### src/hw/rtl/arpc_pkg.sv
// arp cache package: table size, field codes and the request, response and
// table entry word types used by the cache; the generic ram does not import it
`timescale 1ns / 1ps

package arpc_pkg;

   localparam int TABLE_ENTRIES = 16;
   localparam int IDX_W         = (TABLE_ENTRIES > 1) ? $clog2(TABLE_ENTRIES) : 1;
   localparam int CNT_W         = $clog2(TABLE_ENTRIES + 1);

   localparam logic [1:0] OP_ARP_FRAME = 2'd0;
   localparam logic [1:0] OP_LEARN     = 2'd1;
   localparam logic [1:0] OP_LOOKUP    = 2'd2;

   localparam logic [15:0] ARP_REQUEST = 16'd1;
   localparam logic [15:0] ARP_REPLY   = 16'd2;

   localparam logic [1:0] ST_OK       = 2'd0;
   localparam logic [1:0] ST_FULL     = 2'd1;
   localparam logic [1:0] ST_ZERO_IP  = 2'd2;
   localparam logic [1:0] ST_BAD_CODE = 2'd3;

   typedef struct packed {
      logic [1:0]  operation;
      logic [15:0] arp_opcode;
      logic [47:0] sender_mac;
      logic [31:0] sender_ip;
      logic [31:0] target_ip;
      logic [1:0]  port;
   } req_type;

   typedef struct packed {
      logic [1:0]  status;
      logic        send_reply;
      logic [31:0] reply_ip;
      logic        hit;
      logic [47:0] result_mac;
      logic [1:0]  result_port;
   } rsp_type;

   typedef struct packed {
      logic [31:0] ip;
      logic [47:0] mac;
      logic [1:0]  port;
   } entry_type;

endpackage

### src/hw/rtl/arpc_ram.sv
// generic simple dual port ram: one write port, one read port with
// registered read data; no dependencies
`timescale 1ns / 1ps

module arpc_ram #(
   parameter int WIDTH = 8,
   parameter int DEPTH = 16
) (
   input  logic                                     clock,
   input  logic                                     wr_en,
   input  logic [((DEPTH > 1) ? $clog2(DEPTH) : 1)-1:0] wr_addr,
   input  logic [WIDTH-1:0]                         wr_data,
   input  logic                                     rd_en,
   input  logic [((DEPTH > 1) ? $clog2(DEPTH) : 1)-1:0] rd_addr,
   output logic [WIDTH-1:0]                         rd_data
);

   logic [WIDTH-1:0] mem_ff [DEPTH];
   logic [WIDTH-1:0] rd_data_ff;

   always_ff @(posedge clock) begin
      if (wr_en) begin
         mem_ff[wr_addr] <= wr_data;
      end
      if (rd_en) begin
         rd_data_ff <= mem_ff[rd_addr];
      end
   end

   assign rd_data = rd_data_ff;

endmodule

### src/hw/rtl/arp_cache_with_reply.sv
// arp cache top level: command port, local ip register, table walk control
// depends on arpc_pkg and arpc_ram
`timescale 1ns / 1ps

// One event is taken when start is high and busy is low; busy stays high
// until the event is finished, and its single response word shows on rsp_word
// with rsp_strobe for one cycle, starting as busy falls. The receiver cannot
// stall, so it must take the word in that cycle. An ARP frame, an invalid
// zero ip or an unused operation goes straight to the finish state. Learn and
// lookup walk the table one entry per cycle through the ram read port,
// stopping at the first match or after the last entry on a miss. The free
// slot comes from per-entry valid bits, so inserts need no walk. local_ip
// must be written through csr_wr_en / csr_wr_data only while the block is
// idle; the block itself does not enforce this. Reset clears the table at once.

module arp_cache_with_reply (
   input  logic             clock,
   input  logic             reset,
   input  logic             start,
   output logic             busy,
   input  arpc_pkg::req_type req_word,
   output logic             rsp_strobe,
   output arpc_pkg::rsp_type rsp_word,
   input  logic             csr_wr_en,
   input  logic [31:0]      csr_wr_data
);
   import arpc_pkg::*;

   typedef enum logic [1:0] {
      S_IDLE,
      S_SCAN,
      S_FINISH
   } state_type;

   localparam int ENTRY_W = $bits(entry_type);
   localparam logic [IDX_W-1:0] LAST_IDX = IDX_W'(TABLE_ENTRIES - 1);
   localparam logic [CNT_W-1:0] CNT_END  = CNT_W'(TABLE_ENTRIES);

   state_type            state_ff;
   req_type              req_ff;
   logic [31:0]          key_ff;
   logic [31:0]          local_ip_ff;
   logic [CNT_W-1:0]     cnt_ff;
   logic                 pend_ff;
   logic [IDX_W-1:0]     idx_ff;
   logic                 hit_ff;
   logic [47:0]          hit_mac_ff;
   logic [1:0]           hit_port_ff;
   logic [TABLE_ENTRIES-1:0] valid_ff;
   logic                 rsp_strobe_ff;
   rsp_type              rsp_word_ff;

   logic                 rd_en;
   logic [IDX_W-1:0]     rd_addr;
   logic [ENTRY_W-1:0]   rd_bits;
   entry_type            rd_entry;
   logic                 wr_en;
   entry_type            wr_entry;
   logic                 match;
   logic                 free_found;
   logic [IDX_W-1:0]     free_idx;
   logic                 arp_store;
   logic                 do_insert;
   logic                 need_scan;
   rsp_type              rsp_in;

   // lowest free slot
   always_comb begin
      free_found = 1'b0;
      free_idx   = '0;
      for (int i = TABLE_ENTRIES - 1; i >= 0; i--) begin
         if (!valid_ff[i]) begin
            free_found = 1'b1;
            free_idx   = IDX_W'(i);
         end
      end
   end

   assign need_scan = (req_word.operation == OP_LEARN && req_word.sender_ip != '0) ||
                      (req_word.operation == OP_LOOKUP && req_word.target_ip != '0);

   assign rd_en    = (state_ff == S_SCAN) && (cnt_ff < CNT_END);
   assign rd_addr  = cnt_ff[IDX_W-1:0];
   assign rd_entry = entry_type'(rd_bits);
   assign match    = pend_ff && valid_ff[idx_ff] && (rd_entry.ip == key_ff);

   assign arp_store = (req_ff.operation == OP_ARP_FRAME) &&
                      (req_ff.arp_opcode == ARP_REQUEST || req_ff.arp_opcode == ARP_REPLY);
   assign do_insert = (arp_store ||
                       (req_ff.operation == OP_LEARN && !hit_ff)) &&
                      (req_ff.sender_ip != '0);

   assign wr_en         = (state_ff == S_FINISH) && do_insert && free_found;
   assign wr_entry.ip   = req_ff.sender_ip;
   assign wr_entry.mac  = req_ff.sender_mac;
   assign wr_entry.port = req_ff.port;

   // response word for the event held in req_ff
   always_comb begin
      rsp_in = '0;
      case (req_ff.operation)
         OP_ARP_FRAME: begin
            if (!arp_store) begin
               rsp_in.status = ST_BAD_CODE;
            end else begin
               if (req_ff.sender_ip == '0) begin
                  rsp_in.status = ST_ZERO_IP;
               end else if (!free_found) begin
                  rsp_in.status = ST_FULL;
               end
               if (req_ff.arp_opcode == ARP_REQUEST && req_ff.target_ip == local_ip_ff) begin
                  rsp_in.send_reply = 1'b1;
                  rsp_in.reply_ip   = req_ff.sender_ip;
                  rsp_in.result_mac = req_ff.sender_mac;
               end
            end
         end
         OP_LEARN: begin
            if (req_ff.sender_ip == '0) begin
               rsp_in.status = ST_ZERO_IP;
            end else if (hit_ff) begin
               rsp_in.hit         = 1'b1;
               rsp_in.result_mac  = hit_mac_ff;
               rsp_in.result_port = hit_port_ff;
            end else if (!free_found) begin
               rsp_in.status = ST_FULL;
            end
         end
         OP_LOOKUP: begin
            if (req_ff.target_ip == '0) begin
               rsp_in.status = ST_ZERO_IP;
            end else if (hit_ff) begin
               rsp_in.hit         = 1'b1;
               rsp_in.result_mac  = hit_mac_ff;
               rsp_in.result_port = hit_port_ff;
            end
         end
         default: begin
            rsp_in = '0;
         end
      endcase
   end

   always_ff @(posedge clock) begin
      if (reset) begin
         state_ff      <= S_IDLE;
         local_ip_ff   <= '0;
         valid_ff      <= '0;
         rsp_strobe_ff <= 1'b0;
         pend_ff       <= 1'b0;
         hit_ff        <= 1'b0;
         cnt_ff        <= '0;
      end else begin
         rsp_strobe_ff <= (state_ff == S_FINISH);
         if (csr_wr_en) begin
            local_ip_ff <= csr_wr_data;
         end
         case (state_ff)
            S_IDLE: begin
               if (start) begin
                  req_ff  <= req_word;
                  key_ff  <= (req_word.operation == OP_LEARN) ? req_word.sender_ip
                                                               : req_word.target_ip;
                  cnt_ff  <= '0;
                  pend_ff <= 1'b0;
                  hit_ff  <= 1'b0;
                  state_ff <= need_scan ? S_SCAN : S_FINISH;
               end
            end
            S_SCAN: begin
               pend_ff <= rd_en;
               idx_ff  <= rd_addr;
               if (rd_en) begin
                  cnt_ff <= cnt_ff + 1'b1;
               end
               if (match) begin
                  hit_ff      <= 1'b1;
                  hit_mac_ff  <= rd_entry.mac;
                  hit_port_ff <= rd_entry.port;
                  state_ff    <= S_FINISH;
               end else if (pend_ff && idx_ff == LAST_IDX) begin
                  state_ff <= S_FINISH;
               end
            end
            S_FINISH: begin
               if (wr_en) begin
                  valid_ff[free_idx] <= 1'b1;
               end
               rsp_word_ff   <= rsp_in;
               state_ff      <= S_IDLE;
            end
            default: begin
               state_ff <= S_IDLE;
            end
         endcase
      end
   end

   arpc_ram #(
      .WIDTH (ENTRY_W),
      .DEPTH (TABLE_ENTRIES)
   ) u_table (
      .clock   (clock),
      .wr_en   (wr_en),
      .wr_addr (free_idx),
      .wr_data (ENTRY_W'(wr_entry)),
      .rd_en   (rd_en),
      .rd_addr (rd_addr),
      .rd_data (rd_bits)
   );

   assign busy       = (state_ff != S_IDLE);
   assign rsp_strobe = rsp_strobe_ff;
   assign rsp_word   = rsp_word_ff;

   a_start_busy: assert property (@(posedge clock) disable iff (reset)
      (start && !busy) |=> busy)
      else $error("accepted word did not raise busy");

   a_one_word: assert property (@(posedge clock) disable iff (reset)
      rsp_strobe |=> !rsp_strobe)
      else $error("two response words back to back");

   a_hit_ok: assert property (@(posedge clock) disable iff (reset)
      (rsp_strobe && rsp_word.hit) |-> (rsp_word.status == ST_OK && !rsp_word.send_reply))
      else $error("hit with error status or reply");

endmodule
### config.mk
export PLATFORM = sky130hd
export DESIGN_NAME = arp_cache_with_reply
export DESIGN_NICKNAME = d
export VERILOG_FILES = /design/src/hw/rtl/arpc_pkg.sv /design/src/hw/rtl/arpc_ram.sv /design/src/hw/rtl/arp_cache_with_reply.sv
export SDC_FILE = /design/constraint.sdc
export NUM_CORES = 2
export LEC_CHECK = 0
export BUFFER_PORTS_ARGS = -buffer_cell sky130_fd_sc_hd__buf_4
export CORE_ASPECT_RATIO = 0.75
export CORE_UTILIZATION = 60
export DETAILED_ROUTE_END_ITERATION = 10
export PLACE_DENSITY = 0.78
export REMOVE_ABC_BUFFERS = 1
export SLEW_MARGIN = 10
export SYNTH_ARGS = -nofsm -noshare
export SYNTH_HDL_FRONTEND = slang
export SYNTH_SLANG_ARGS = --single-unit
### constraint.sdc
create_clock -name clock -period 11.5 [get_ports clock]
set_input_delay 1.725 -clock clock [delete_from_list [all_inputs] [get_ports clock]]
set_output_delay 1.725 -clock clock [all_outputs]
set_load 0.01 [all_outputs]
==> results.sh <==
export IMPL_outcome="finished with violations"
export IMPL_violations="DRC"
export IMPL_cts_num_sinks=1756
export IMPL_setup_viol=0
export IMPL_synth_edf_count=1698
export IMPL_die_h_um=288
export IMPL_p_sw_frac=0.207
export IMPL_htreeDepth=4
export IMPL_r2r_slack_ps=6690
export IMPL_p_per_area_nw_per_um2=171
export IMPL_synthTopCellsByArea="edfxtp_1 78%, mux4_2 14%, dfxtp_1 1.8%"
export IMPL_p_clk_frac=0.408
export IMPL_leakage_uw=0.0232
export IMPL_clk_latency_ps=800
export IMPL_max_slew_margin=0.188
export IMPL_max_vdd_ir_drop_mv=0.137
export IMPL_pwr_share_comb=0.026
export IMPL_clk_pin_slew_ps=60
export IMPL_grt_max_degree=157
export IMPL_netlist_area_sq_um=65600
export IMPL_critPathMaxFanout=60
export IMPL_cp_startpoint="req_ff[131]"
export IMPL_worstSetupEndpoint="u_table.mem_ff[15][29]"
export IMPL_syn_inst=2787
export IMPL_ys_types=55
export IMPL_endpoint_kind="flop"
export IMPL_syn_to_final_growth_pct=13.2
export IMPL_ys_ff_latch=1756
export IMPL_worst_pin_slew_ps=1220
export IMPL_rows=104
export IMPL_path_class="reg2reg"
export IMPL_gp_congestion=0.851
export IMPL_synth_seq_area_share=0.795
export IMPL_rsz0062_at_grt="no"
export IMPL_drive_above_1_share=0.307
export IMPL_p_sw_uw=2620
export IMPL_p_seq_frac=0.566
export IMPL_antenna_found_initial=2
export IMPL_fmax_ghz=0.208
export IMPL_critPathArrivalTime_ps=5210
export IMPL_clock_path_buffers=3
export IMPL_synth_async_reset_ratio=0
export IMPL_reg2reg_to="u_table.mem_ff[15][29]"
export IMPL_timing_rr_start="req_ff[131]"
export IMPL_core_sq_um=108000
export IMPL_cts_made_buffers=157
export IMPL_synth_top_cell_area_share=0.778
export IMPL_antenna_left=0
export IMPL_yosysMostFrequentCell="edfxtp_1"
export IMPL_drtIter0Drc=4433
export IMPL_place_port_buffers=255
export IMPL_viasPerCell=6.90
export IMPL_routedWlPerCell_um=35.3
export IMPL_post_cts_buffers=0
export IMPL_cap_violations=0
export IMPL_p_int_uw=10100
export IMPL_overflow=0
export IMPL_fin_hold_ws_ps=417
export IMPL_post_cts_resized=0
export IMPL_whs_path_depth=0
export IMPL_startpoint_type="flop"
export IMPL_yosysWarningCount=0
export IMPL_grt_pass1_vias=32669
export IMPL_io_pins=256
export IMPL_finalHoldViolCount=0
export IMPL_initial_core_util=0.608
export IMPL_avgSynthCellArea_sq_um=23.5
export IMPL_crit_required_ps=11900
export IMPL_fp_dieW_um=384
export IMPL_drt_pass1_iterations=8
export IMPL_slew_violations=0
export IMPL_p_total_uw=12700
export IMPL_grt_pass1_wl_um=235000
export IMPL_num_vias=32307
export IMPL_final_nets=3296
export IMPL_hp_class="reg2reg"
export IMPL_wl_um=165000
export IMPL_globalRouteTotalUtil=0.304
export IMPL_reg2regPathDepth=8
export IMPL_cts_tree="done"
export IMPL_hold_buffers=0
export IMPL_period_minus_slack_ps=4810
export IMPL_ys_top_cells_by_count="1698 x edfxtp_1, 411 x mux4_2, 72 x nor2_1"
export IMPL_yosys_area_top_type="edfxtp_1"
export IMPL_skew_ps=36.2
export IMPL_dp_hpwl_um=83000
export IMPL_drcViolationCount=42
export IMPL_clockRootBuffer="clkbuf_16"
export IMPL_synthFlopType="edfxtp_1"
export IMPL_finalCritPeriodShare=0.419
export IMPL_die_area_sq_um=111000
## power by group through the flow
stage	registers [uW]	logic, uW	clock network [uW]
after CTS	7160	333	5210
after detailed placement	7300	326	0
after floorplan	7300	217	0
final	7170	333	5170
after global placement	7290	318	0
after global routing	7170	349	5430
## critical path: stages, from the launching register on
cell and delay, ps:
edfxtp_1 430, inv_1 130, ha_1 270, and3_1 230
nand4_4 240, a2111oi_4 890, nand4_1 380, nor2_4 760
buf_4 1030
## flip-flops by register name, indices dropped and copies added, names as in the netlist, 2 cells and up
name             flops
u_table.rd_data     82
local_ip_ff         32
hit_mac_ff          48
hit_port_ff          2
req_ff             132
valid_ff            16
key_ff              32
state_ff             2
rsp_word            86
cnt_ff               5
idx_ff               4
u_table.mem_ff    1312
## logic make-up after synthesis
group	Yosys count	share of synthesized area
compound gates	97	0.0119
xor+xnor	64	0.00855
fa+ha+maj	5	0.000954
buf+inv	137	0.00880
flops	1756	0.795
mux	479	0.153
simple gates	249	0.0214
## metrics by stage
step	instance area [sq um]	setup slack, ps	instances	setup TNS (ps)	util
3_5_place_dp	69300	6850	4395	0	0.642
6_report	74200	6690	4684	0	0.688
2_1_floorplan	65000	-3800	2662	-290090	-
4_1_cts	74200	6800	4683	0	0.688
5_1_grt	74200	6570	4683	0	0.688
3_3_place_gp	69300	6940	4395	0	0.642
## cell type report
| class | instances | area [sq um] |
|---|---|---|
| multi-input cells | 894 | 13000 |
| well taps | 1431 | 1790 |
| flip-flops and latches | 1756 | 52200 |
| repair buffers | 302 | 2290 |
| inverters | 12 | 47.5 |
| diodes | 1 | 2.50 |
| clock buffers | 209 | 4180 |
| clock inverters | 79 | 788 |
| fillers | 6120 | 33600 |
## cells in the final DEF, fill, tap and decap left out, types with 6 or more instances in the layout
master / instances
edfxtp_1: 1698
mux4_2: 411
buf_4: 300
clkbuf_16: 159
nor2_1: 65
dfxtp_1: 54
xor2_1: 53
clkbuf_1: 49
a22o_1: 48
nor4_1: 47
and2_1: 35
mux2_2: 32
mux2i_1: 32
clkinv_2: 24
clkinv_1: 22
nand4_1: 19
nand2_1: 19
inv_1: 11
xnor2_1: 11
bufinv_16: 11
a21oi_1: 10
inv_6: 10
nand2b_1: 9
o21ai_0: 9
nor2_4: 8
a31oi_1: 8
nand3_1: 7
nor3_1: 6
and3_4: 6
## metal layers
| layer | global-route usage | vias to the layer above | part of all wire |
|---|---|---|---|
| met1 | 0.425 | 16939 | 0.37 |
| met3 | 0.0605 | 310 | 0.11 |
| met5 | 0 | - | 0 |
| met4 | 0.105 | 0 | 0.031 |
| met2 | 0.490 | 2552 | 0.49 |
| li1 | - | 12506 | - |
## how the worst min path moves through the flow
stage                                   start             end
after detailed placement  u_table.rd_data[26]  hit_mac_ff[24]
after global routing       u_table.rd_data[0]  hit_port_ff[0]
final                      u_table.rd_data[1]  hit_port_ff[1]
after CTS                  u_table.rd_data[1]  hit_port_ff[1]
after global placement    u_table.rd_data[42]  hit_mac_ff[40]
after floorplan            u_table.rd_data[2]   hit_mac_ff[0]
(Power assumes the default switching activity.)
